[config.mk]
export PLATFORM = sky130hd
export DESIGN_NAME = escape_sequence_decoder
export DESIGN_NICKNAME = d
export VERILOG_FILES = /design/src/sv/esd_pkg.sv /design/src/sv/esd_decode.sv /design/src/sv/esd_rsp_queue.sv /design/src/sv/escape_sequence_decoder.sv
export SDC_FILE = /design/constraint.sdc
export NUM_CORES = 1
export LEC_CHECK = 0
export BUFFER_PORTS_ARGS = -buffer_cell sky130_fd_sc_hd__buf_2
export CORE_ASPECT_RATIO = 1.75
export CORE_MARGIN = 8
export CORE_UTILIZATION = 30
export DETAILED_ROUTE_END_ITERATION = 6
export SLEW_MARGIN = 30
export SYNTH_ARGS = -nofsm -noshare
export SYNTH_HDL_FRONTEND = slang
export SYNTH_SLANG_ARGS = --single-unit
[constraint.sdc]
create_clock -name clock -period 13.8 [get_ports clock]
set_input_delay 2.76 -clock clock [delete_from_list [all_inputs] [get_ports clock]]
set_output_delay 2.76 -clock clock [all_outputs]
set_load 0.005 [all_outputs]
[src/sv/esd_pkg.sv]
// shared types and character constants for the escape sequence decoder
package esd_pkg;

   localparam int MAX_RESULTS       = 4;
   localparam int COUNT_WIDTH       = $clog2(MAX_RESULTS + 1);
   localparam int OCTAL_MAX_DIGITS  = 3;

   localparam logic [7:0] CHAR_BACKSLASH = 8'h5C;
   localparam logic [7:0] CHAR_LOWER_B   = 8'h62;
   localparam logic [7:0] CHAR_LOWER_T   = 8'h74;
   localparam logic [7:0] CHAR_LOWER_R   = 8'h72;
   localparam logic [7:0] CHAR_LOWER_N   = 8'h6E;
   localparam logic [7:0] CHAR_ZERO      = 8'h30;
   localparam logic [7:0] CHAR_ONE       = 8'h31;
   localparam logic [7:0] CHAR_SEVEN     = 8'h37;
   localparam logic [7:0] CODE_BACKSPACE = 8'h08;
   localparam logic [7:0] CODE_TAB       = 8'h09;
   localparam logic [7:0] CODE_CR        = 8'h0D;
   localparam logic [7:0] CODE_LF        = 8'h0A;

   typedef enum logic [1:0] {
      MODE_NORMAL = 2'd0,
      MODE_ESCAPE = 2'd1,
      MODE_OCTAL  = 2'd2
   } mode_type;

   typedef struct packed {
      mode_type    parse_mode;
      logic [1:0]  octal_digits;
      logic [6:0]  octal_value;
      logic [7:0]  held_byte;
      logic        held_valid;
      logic        at_text_start;
   } state_type;

   typedef struct packed {
      logic [7:0] out_byte;
      logic       is_end;
   } result_type;

   typedef struct packed {
      result_type [MAX_RESULTS-1:0] entry;
      logic [COUNT_WIDTH-1:0]       count;
   } result_set_type;

endpackage

[src/sv/esd_decode.sv]
// combinational decode of one raw byte into up to four results and the next state
module esd_decode (
   input  esd_pkg::state_type      state_now,
   input  logic [7:0]              in_byte,
   input  logic                    in_last,
   input  logic                    quoted_mode,
   output esd_pkg::state_type      state_next,
   output esd_pkg::result_set_type results
);

   typedef struct packed {
      esd_pkg::state_type      st;
      esd_pkg::result_set_type rs;
   } work_type;

   function automatic work_type put_result(work_type w, logic [7:0] b, logic e);
      work_type r;
      r = w;
      if (r.rs.count < esd_pkg::COUNT_WIDTH'(esd_pkg::MAX_RESULTS)) begin
         r.rs.entry[r.rs.count[$clog2(esd_pkg::MAX_RESULTS)-1:0]] = '{out_byte: b, is_end: e};
         r.rs.count = r.rs.count + 1'b1;
      end
      return r;
   endfunction

   function automatic work_type give_decoded(work_type w, logic [7:0] b, logic q);
      work_type r;
      r = w;
      if (q) begin
         if (r.st.held_valid) r = put_result(r, r.st.held_byte, 1'b0);
         r.st.held_byte  = b;
         r.st.held_valid = 1'b1;
      end else begin
         if (r.st.held_valid) begin
            r = put_result(r, r.st.held_byte, 1'b0);
            r.st.held_valid = 1'b0;
            r.st.held_byte  = '0;
         end
         r = put_result(r, b, 1'b0);
      end
      return r;
   endfunction

   work_type w;
   logic     skip_byte;
   logic     absorbed;
   logic     is_octal;

   always_comb begin
      w          = '0;
      w.st       = state_now;
      skip_byte  = state_now.at_text_start && quoted_mode;
      absorbed   = 1'b0;
      is_octal   = (in_byte >= esd_pkg::CHAR_ZERO) && (in_byte <= esd_pkg::CHAR_SEVEN);
      w.st.at_text_start = 1'b0;

      if (!skip_byte) begin
         // an open octal escape takes the digit or is flushed
         if (w.st.parse_mode == esd_pkg::MODE_OCTAL) begin
            if (is_octal && (w.st.octal_digits < 2'(esd_pkg::OCTAL_MAX_DIGITS))) begin
               w.st.octal_value  = {w.st.octal_value[3:0], in_byte[2:0]};
               w.st.octal_digits = w.st.octal_digits + 1'b1;
               absorbed = 1'b1;
            end else begin
               w = give_decoded(w, {1'b0, w.st.octal_value}, quoted_mode);
               w.st.parse_mode   = esd_pkg::MODE_NORMAL;
               w.st.octal_digits = '0;
               w.st.octal_value  = '0;
            end
         end
         if (!absorbed) begin
            case (w.st.parse_mode)
               esd_pkg::MODE_ESCAPE: begin
                  w.st.parse_mode = esd_pkg::MODE_NORMAL;
                  case (in_byte)
                     esd_pkg::CHAR_LOWER_B: w = give_decoded(w, esd_pkg::CODE_BACKSPACE, quoted_mode);
                     esd_pkg::CHAR_LOWER_T: w = give_decoded(w, esd_pkg::CODE_TAB, quoted_mode);
                     esd_pkg::CHAR_LOWER_R: w = give_decoded(w, esd_pkg::CODE_CR, quoted_mode);
                     esd_pkg::CHAR_LOWER_N: w = give_decoded(w, esd_pkg::CODE_LF, quoted_mode);
                     esd_pkg::CHAR_ZERO, esd_pkg::CHAR_ONE: begin
                        w.st.parse_mode   = esd_pkg::MODE_OCTAL;
                        w.st.octal_digits = 2'd1;
                        w.st.octal_value  = {6'd0, in_byte[0]};
                     end
                     default: w = give_decoded(w, in_byte, quoted_mode);
                  endcase
               end
               default: begin
                  w.st.parse_mode = esd_pkg::MODE_NORMAL;
                  if (in_byte == esd_pkg::CHAR_BACKSLASH) w.st.parse_mode = esd_pkg::MODE_ESCAPE;
                  else w = give_decoded(w, in_byte, quoted_mode);
               end
            endcase
         end
      end

      // end of text: flush octal, drop held byte, add terminator
      if (in_last) begin
         if (w.st.parse_mode == esd_pkg::MODE_OCTAL)
            w = give_decoded(w, {1'b0, w.st.octal_value}, quoted_mode);
         w.st.parse_mode    = esd_pkg::MODE_NORMAL;
         w.st.octal_digits  = '0;
         w.st.octal_value   = '0;
         w.st.held_byte     = '0;
         w.st.held_valid    = 1'b0;
         w.st.at_text_start = 1'b1;
         w = put_result(w, 8'd0, 1'b1);
      end

      state_next = w.st;
      results    = w.rs;
   end

endmodule

[src/sv/esd_rsp_queue.sv]
// result buffer that loads up to four results at once and drains one per cycle while rsp_tready is high
module esd_rsp_queue (
   input  logic                    clock,
   input  logic                    reset,
   input  logic                    load,
   input  esd_pkg::result_set_type load_set,
   output logic                    can_load,
   output logic                    rsp_tvalid,
   input  logic                    rsp_tready,
   output esd_pkg::result_type     rsp_head
);

   esd_pkg::result_type [esd_pkg::MAX_RESULTS-1:0] entry_ff, entry_in;
   logic [esd_pkg::COUNT_WIDTH-1:0]                left_ff, left_in;
   logic                                           pop;

   assign rsp_tvalid = (left_ff != '0);
   assign pop        = rsp_tvalid && rsp_tready;
   assign can_load   = (left_ff == '0) ||
                       ((left_ff == esd_pkg::COUNT_WIDTH'(1)) && rsp_tready);
   assign rsp_head   = entry_ff[0];

   always_comb begin
      entry_in = entry_ff;
      left_in  = left_ff;
      if (load) begin
         entry_in = load_set.entry;
         left_in  = load_set.count;
      end else if (pop) begin
         for (int i = 0; i < esd_pkg::MAX_RESULTS - 1; i++) entry_in[i] = entry_ff[i+1];
         left_in = left_ff - 1'b1;
      end
   end

   always_ff @(posedge clock) begin
      entry_ff <= entry_in;
      if (reset) left_ff <= '0;
      else left_ff <= left_in;
   end

endmodule

[src/sv/escape_sequence_decoder.sv]
// top level of the escape sequence decoder: input register, decode, result buffer
// an accepted transaction is registered, decoded, then loaded into the result buffer
// throughput: one input transaction per cycle while each yields at most one result
//   and rsp_tready is high; an input with more results (up to four) holds the buffer
// reset: synchronous, active high; clears control state, quoted mode and the
//   parser state (normal mode, start of text, nothing held)
module escape_sequence_decoder (
   input  logic       clock,
   input  logic       reset,
   input  logic       csr_we,
   input  logic       csr_wdata,     // quoted_mode
   input  logic       req_tvalid,
   output logic       req_tready,
   input  logic [7:0] req_tdata,     // in_byte[7:0]
   input  logic       req_tlast,     // in_last
   output logic       rsp_tvalid,
   input  logic       rsp_tready,
   output logic [7:0] rsp_tdata,     // out_byte[7:0]
   output logic       rsp_tlast      // is_end
);

   // configuration register
   logic quoted_ff, quoted_in;

   // input register
   logic       in_valid_ff, in_valid_in;
   logic [7:0] in_byte_ff, in_byte_in;
   logic       in_last_ff, in_last_in;

   // parser state
   esd_pkg::state_type state_ff, state_in, state_next;

   esd_pkg::result_set_type results;
   esd_pkg::result_type     rsp_head;
   logic                    can_load;
   logic                    advance;
   logic                    req_take;

   // an input is decoded once the result buffer is free or freeing this cycle
   assign advance    = in_valid_ff && can_load;
   assign req_tready = !in_valid_ff || advance;
   assign req_take   = req_tvalid && req_tready;

   always_comb begin
      quoted_in   = csr_we ? csr_wdata : quoted_ff;
      in_valid_in = req_take ? 1'b1 : (advance ? 1'b0 : in_valid_ff);
      in_byte_in  = req_take ? req_tdata : in_byte_ff;
      in_last_in  = req_take ? req_tlast : in_last_ff;
      state_in    = advance ? state_next : state_ff;
   end

   esd_decode u_decode (
      .state_now   (state_ff),
      .in_byte     (in_byte_ff),
      .in_last     (in_last_ff),
      .quoted_mode (quoted_ff),
      .state_next  (state_next),
      .results     (results)
   );

   esd_rsp_queue u_rsp_queue (
      .clock      (clock),
      .reset      (reset),
      .load       (advance),
      .load_set   (results),
      .can_load   (can_load),
      .rsp_tvalid (rsp_tvalid),
      .rsp_tready (rsp_tready),
      .rsp_head   (rsp_head)
   );

   assign rsp_tdata = rsp_head.out_byte;
   assign rsp_tlast = rsp_head.is_end;

   always_ff @(posedge clock) begin
      in_byte_ff <= in_byte_in;
      in_last_ff <= in_last_in;
      if (reset) begin
         quoted_ff   <= 1'b0;
         in_valid_ff <= 1'b0;
         state_ff    <= '{parse_mode:    esd_pkg::MODE_NORMAL,
                          octal_digits:  2'd0,
                          octal_value:   7'd0,
                          held_byte:     8'd0,
                          held_valid:    1'b0,
                          at_text_start: 1'b1};
      end else begin
         quoted_ff   <= quoted_in;
         in_valid_ff <= in_valid_in;
         state_ff    <= state_in;
      end
   end

endmodule
==> results of run 1 <==
## final timing paths
path / start / end / slack (ps) / depth (start not counted)
setup / recovery: in_byte_ff[3] / u_rsp_queue.entry_ff[15] / 7160 / 22
hold / removal: state_ff[17] / state_ff[17] / 530 / 2
setup reg to reg: in_byte_ff[3] / u_rsp_queue.entry_ff[15] / 7160 / 22
hold reg to reg: state_ff[17] / state_ff[17] / 530 / 2
## where the power goes
group | internal [mW] | switching (mW) | total, mW | leakage, nW
clock network | 0.164 | 0.0977 | 0.261 | 0.166
registers | 0.308 | 0.0373 | 0.345 | 0.647
logic | 0.0881 | 0.164 | 0.252 | 1.46
total | 0.560 | 0.299 | 0.859 | 2.28
## area by class of cell
type | instances | area share
clock buffers | 12 | 0.0421
clock inverters | 4 | 0.00726
well taps | 248 | 0.0461
multi-input cells | 578 | 0.580
repair buffers | 38 | 0.0331
flip-flops and latches | 71 | 0.278
inverters | 23 | 0.0128
## worst register-to-register path, stage by stage (launching register included)
cell and delay (ps):
edfxtp_1 810, nor3b_2 220, a21oi_1 620, nand2_1 250
ha_1 350, nand2_1 60, o21ai_0 140, ha_1 340
o221ai_1 190, and3_1 440, inv_1 180, ha_1 330
nand2_1 60, o21ai_0 160, ha_1 340, inv_1 40
o32a_1 330, o21ai_0 470, inv_1 140, ha_1 240
a21oi_1 470, o21ai_0 190, o21ai_1 140
## routing by layer
metal  vias up  part of all wire  global-route usage
li1       2826                 -                   -
met3       120             0.064              0.0334
met5         -                 0                   0
met1      3126              0.35               0.224
met2       370              0.52               0.373
met4         0             0.075               0.136
## registers in the layout (all words and copies together) (netlist names)
signal and cells:
in_valid_ff 1, in_last_ff 1, u_rsp_queue.left_ff 3, quoted_ff 1, in_byte_ff 8, u_rsp_queue.rsp_head 9, u_rsp_queue.entry_ff 27, state_ff 21
## metrics by stage
| step | cell area, um2 | hold WS (ps) | std cells | utilization |
|---|---|---|---|---|
| global route | 6720 | 557 | 974 | 0.334 |
| finish | 6720 | 528 | 974 | 0.334 |
| floorplan | 6110 | 464 | 726 | - |
| detailed placement | 6390 | 512 | 958 | 0.318 |
| CTS | 6720 | 525 | 974 | 0.334 |
| global placement | 6390 | 504 | 958 | 0.318 |
## synthesized netlist by cell type, drive strengths merged, types with 3 or more instances
| cell type | n | area, um2 |
|---|---|---|
| or3 | 5 | 31.3 |
| a2111oi | 4 | 61.3 |
| or3b | 4 | 37.5 |
| a221o | 4 | 40.0 |
| a21o | 7 | 52.6 |
| nand2b | 10 | 62.6 |
| a32o | 16 | 160 |
| o32a | 4 | 40.0 |
| o221ai | 6 | 52.6 |
| nand4bb | 3 | 33.8 |
| a2bb2oi | 6 | 52.6 |
| a32oi | 9 | 78.8 |
| a31oi | 13 | 87.6 |
| nand3 | 14 | 80.1 |
| o31ai | 12 | 131 |
| a21oi | 53 | 273 |
| edfxtp | 45 | 1350 |
| o21ai | 44 | 235 |
| xor2 | 5 | 43.8 |
| o32ai | 3 | 26.3 |
| a211oi | 9 | 82.6 |
| nand2 | 69 | 259 |
| buf | 24 | 150 |
| ha | 24 | 300 |
| a22o | 19 | 166 |
| nor2b | 13 | 81.3 |
| nor4 | 4 | 31.3 |
| nor3 | 18 | 95.1 |
| mux2i | 4 | 40.0 |
| and3 | 6 | 37.5 |
| o2111ai | 4 | 41.3 |
| o22ai | 21 | 131 |
| dfxtp | 26 | 521 |
| o211ai | 8 | 60.1 |
| inv | 21 | 78.8 |
| nor2 | 75 | 282 |
| clkbuf | 30 | 113 |
| and2 | 5 | 31.3 |
| a221oi | 7 | 78.8 |
| a22oi | 33 | 248 |
| nor3b | 3 | 38.8 |
| a222oi | 3 | 30.0 |
## kinds of logic (layout without fill, tap and decap cells)
kind of cell / after synthesis / after routing / share of synthesized area
AOI/OAI and AO/OA: 301 / 301 / 0.374
and+or+nand+nor: 242 / 242 / 0.198
buffers and inverters: 77 / 77 / 0.0571
DFF: 71 / 71 / 0.306
adders and majority gates: 24 / 24 / 0.0491
xor gates and xnor gates: 7 / 7 / 0.0100
muxes: 4 / 4 / 0.00655
==> out/qor.yml, run 1 <==
clock_network:
  clkTransAtPathRegs_ps: 60
  post_cts_resized: 0
  insertion_delay_ps: 350
  numCtsBuffers: 9
  cts_tree: "yes"
  ctsHoldBuffers: 0
  cts_max_level: 3
  cts_root_buf: "clkbuf_16"
  postCtsSetupBuffers: 0
  clock_sinks: 71
  clockBufferDepth: 2
worst_setup_path:
  cp_top_family: "compound AO/OA/AOI/OAI gates"
  cp.required_ps: 14010
  start_kind: "flip-flop"
  crit_type: "reg -> reg"
  cp_max_fo: 21
  slowest_delay_ps: 810
  slowest_stage: "edfxtp_1"
  crit_arrival_ps: 6850
  crit_path_cell_trace: "nor3b_2 -> a21oi_1 -> nand2_1 -> ha_1 -> nand2_1 -> o21ai_0 -> ha_1 -> o221ai_1 -> and3_1 -> inv_1 -> ha_1 -> nand2_1 -> o21ai_0 -> ha_1 -> inv_1 -> o32a_1 -> o21ai_0 -> inv_1 -> ha_1 -> a21oi_1 -> o21ai_0 -> o21ai_1"
  path_buf_inv: 3
  path_common_cell: "ha_1"
  crit_path_end_kind: "flip-flop"
power:
  power.density_nw_per_um2: 128
  p_leak_nw: 2.28
  total_power_uw: 859
  peakVddDrop_mv: 0.0521
floorplanning:
  die_area_um2: 25400
  die-height_um: 205
  core_area_um2: 20100
  die_x_um: 124
  initial_core_util: 0.304
  num_rows: 69
  io_pins: 26
grt:
  grt_pass1_wl_um: 39700
  grt_pass1_vias: 6187
  grt_usage: 0.211
  grt_max_degree: 54
  grt_overflow: 0
  antenna_found_initial: 0
sta:
  rsz0062_at_grt: "false"
  setup_viol: 0
  maxSlewViolCount: 0
  max_freq_mhz: 151
  worst_pin_slew_ps: 981
  skew_ps: 6.14
  hold_violations: 0
  setup-tns-final_ps: 0
  slew_headroom: 0.345
  fin_crit_sh: 0.481
  worst_slack_ps: 7160
  period_minus_slack_ps: 6640
synthesis:
  synth_area_um2: 6110
  synth_cell_type_count: 88
  syn_inst: 726
  yosys_register_bits: 71
  synthFlopType: "edfxtp_1"
  syn_nets: 765
  avgSynthCellArea_um2: 8.42
  yosysWarnings: 0
  yosysSeqAreaShare: 0.306
  synthArstFlopShare: 0
  synth_edf_count: 45
place:
  dpl.hpwl_um: 19700
  gp_congestion: 1.04
  post-place-ws_ps: 7300
  io_buffers: 25
final_layout:
  mostFrequentLayoutCells: "75 x nor2_1, 68 x nand2_1, 51 x a21oi_1"
  fill_cells: 2143
  final-seq-area_um2: 1870
  final_layout_size_suffix_gt1_frac: 0.117
  multiInputGateArea_um2: 3900
  area_growth_pct: 9.99
  diodes: 0
  layout.nets: 760
  final_common_cell: "nor2_1"
route:
  wl_per_cell_um: 27.3
  drc: 0
  wl_um: 26600
  vias: 6442
  drtPass1Iterations: 7
  antenna_left: 0
  via_per_inst: 6.61
  drtIter0Drc: 714
flow_run:
  drv_cap: 0
status:
  status: "finished, final reports clean"
hold_path:
  holdCritPathClass: "reg -> reg"
(Power assumes the default switching activity.)
==> inputs of run 2 (changes only) <==
clock period = 6.9 ns   (was 13.8 ns; I/O delays follow)
==> run 2 against run 1 <==
Net effect:
- total power rose by 96%
- sequential share of layout area fell by 0.27 points
- sequential power rose by 99%
- clock power up 82%
- wire length increased by 3.6%
- largest cell class unchanged
- largest power group unchanged
==> out/qor.yml, run 2 (synthesis results as in run 1) <==
sta:
  rsz0062_at_grt: "false"  # unchanged
  fin_crit_sh: 0.910  # was 0.481
  setup-tns-final_ps: 0  # unchanged
  max_freq_mhz: 159  # was 151 MHz
  worst_slack_ps: 620  # was 7160 ps
  hold_violations: 0  # unchanged
  setup_viol: 0  # unchanged
  slew_headroom: 0.337  # was 0.345
  maxSlewViolCount: 0  # unchanged
  period_minus_slack_ps: 6280  # was 6640 ps
  skew_ps: 7.29  # was 6.14 ps
  worst_pin_slew_ps: 991  # was 981 ps
final_layout:
  area_growth_pct: 11.1  # was 9.99%
  diodes: 0  # unchanged
  final_common_cell: "nor2_1"  # unchanged
  final_layout_size_suffix_gt1_frac: 0.132  # was 0.117
  layout.nets: 771  # was 760
  multiInputGateArea_um2: 3920  # was 3900 um2
  final-seq-area_um2: 1870  # unchanged
  largest_reg_flops: 27  # unchanged
  fill_cells: 2097  # was 2143
  mostFrequentLayoutCells: "75 x nor2_1, 68 x nand2_1, 51 x a21oi_1"  # unchanged
  top_register: "u_rsp_queue.entry_ff"  # unchanged
floorplanning:
  die-height_um: 205  # unchanged
  die_x_um: 124  # unchanged
  core_area_um2: 20100  # unchanged
  initial_core_util: 0.304  # unchanged
  io_pins: 26  # unchanged
  die_area_um2: 25400  # unchanged
  num_rows: 69  # unchanged
place:
  post-place-ws_ps: 762  # was 7300 ps
  dpl.hpwl_um: 20800  # was 19700 um
  gp_congestion: 1.06  # was 1.04
  io_buffers: 25  # unchanged
worst_setup_path:
  crit_type: "reg -> reg"  # unchanged
  cp_max_fo: 13  # was 21
  crit_arrival_ps: 6480  # was 6850 ps
  cp.required_ps: 7100  # was 14010 ps
  start_kind: "flip-flop"  # unchanged
  crit_path_end_kind: "flip-flop"  # unchanged
grt:
  grt_pass1_vias: 6198  # was 6187
  grt_usage: 0.219  # was 0.211
  grt_pass1_wl_um: 40500  # was 39700 um
  grt_max_degree: 54  # unchanged
  antenna_found_initial: 0  # unchanged
  grt_overflow: 0  # unchanged
route:
  vias: 6326  # was 6442
  drc: 0  # unchanged
  via_per_inst: 6.42  # was 6.61
  antenna_left: 0  # unchanged
  wl_per_cell_um: 27.9  # was 27.3 um
  drtPass1Iterations: 5  # was 7
  wl_um: 27500  # was 26600 um
  drtIter0Drc: 681  # was 714
clock_network:
  cts_max_level: 3  # unchanged
  ctsHoldBuffers: 0  # unchanged
  cts_tree: "yes"  # unchanged
  clkTransAtPathRegs_ps: 60  # about the same
  insertion_delay_ps: 350  # about the same
  cts_root_buf: "clkbuf_16"  # unchanged
  clockBufferDepth: 2  # unchanged
  numCtsBuffers: 9  # unchanged
  postCtsSetupBuffers: 0  # unchanged
  clock_sinks: 71  # unchanged
  post_cts_resized: 0  # unchanged
status:
  status: "finished, final reports clean"  # unchanged
power:
  p_leak_nw: 2.31  # was 2.28 nW
  peakVddDrop_mv: 0.139  # was 0.0521 mV
  power.density_nw_per_um2: 248  # was 128 nW/um2
flow_run:
  drv_cap: 0  # unchanged
hold_path:
  holdCritPathClass: "reg -> reg"  # unchanged
## run 2: path summary, 6_finish.rpt
| kind | cells after the start | from | slack [ps] | endpoint |
|---|---|---|---|---|
| hold reg to reg | 2 | state_ff[17] | 500 | state_ff[17] |
| setup reg to reg | 22 | in_byte_ff[5] | 620 | u_rsp_queue.entry_ff[15] |
| hold / removal | 2 | state_ff[17] | 500 | state_ff[17] |
| setup / recovery | 22 | in_byte_ff[5] | 620 | u_rsp_queue.entry_ff[15] |
## run 2: routing by layer
layer | up-vias | global-route usage | part of all wire
met5 | - | 0 | 0
met4 | 0 | 0.170 | 0.087
met1 | 3022 | 0.225 | 0.34
met3 | 117 | 0.0323 | 0.061
li1 | 2848 | - | -
met2 | 339 | 0.386 | 0.51
## run 2: worst max-delay path: stages, from the launching register on
cell and delay [ps]:
edfxtp_1 660, nor3b_4 560, a21oi_1 330, nand2_1 240
ha_1 270, nand2_1 60, o21ai_0 140, ha_1 340
o221ai_1 170, and3_1 420, inv_1 160, ha_1 330
nand2_1 60, o21ai_0 140, ha_1 330, inv_1 30
o32a_1 320, o21ai_0 480, inv_1 140, ha_1 250
a21oi_1 370, o21ai_0 160, o21ai_1 150
## run 2: final cells by class
class | count | share of cell area
Multi-Input combinational cell | 578 | 0.577
Sequential cell | 71 | 0.276
Tap cell | 248 | 0.0457
Timing Repair Buffer | 49 | 0.0450
Clock buffer | 12 | 0.0400
Inverter | 23 | 0.0127
Clock inverter | 4 | 0.00405
## run 2: where the power goes
group	leakage [nW]	internal (mW)	switching (mW)
sequential	0.647	0.616	0.0703
clock	0.151	0.279	0.195
combinational	1.51	0.179	0.342
## run 2: stage by stage
stage	util	total power, mW	cells	hold WS, ps	area, um2
2_1_floorplan	-	1.05	726	464	6110
3_3_place_gp	0.322	1.21	969	491	6480
3_5_place_dp	0.323	1.21	969	493	6490
4_1_cts	0.338	1.68	985	505	6790
5_1_grt	0.338	1.76	985	531	6790
6_report	0.338	1.68	985	500	6790
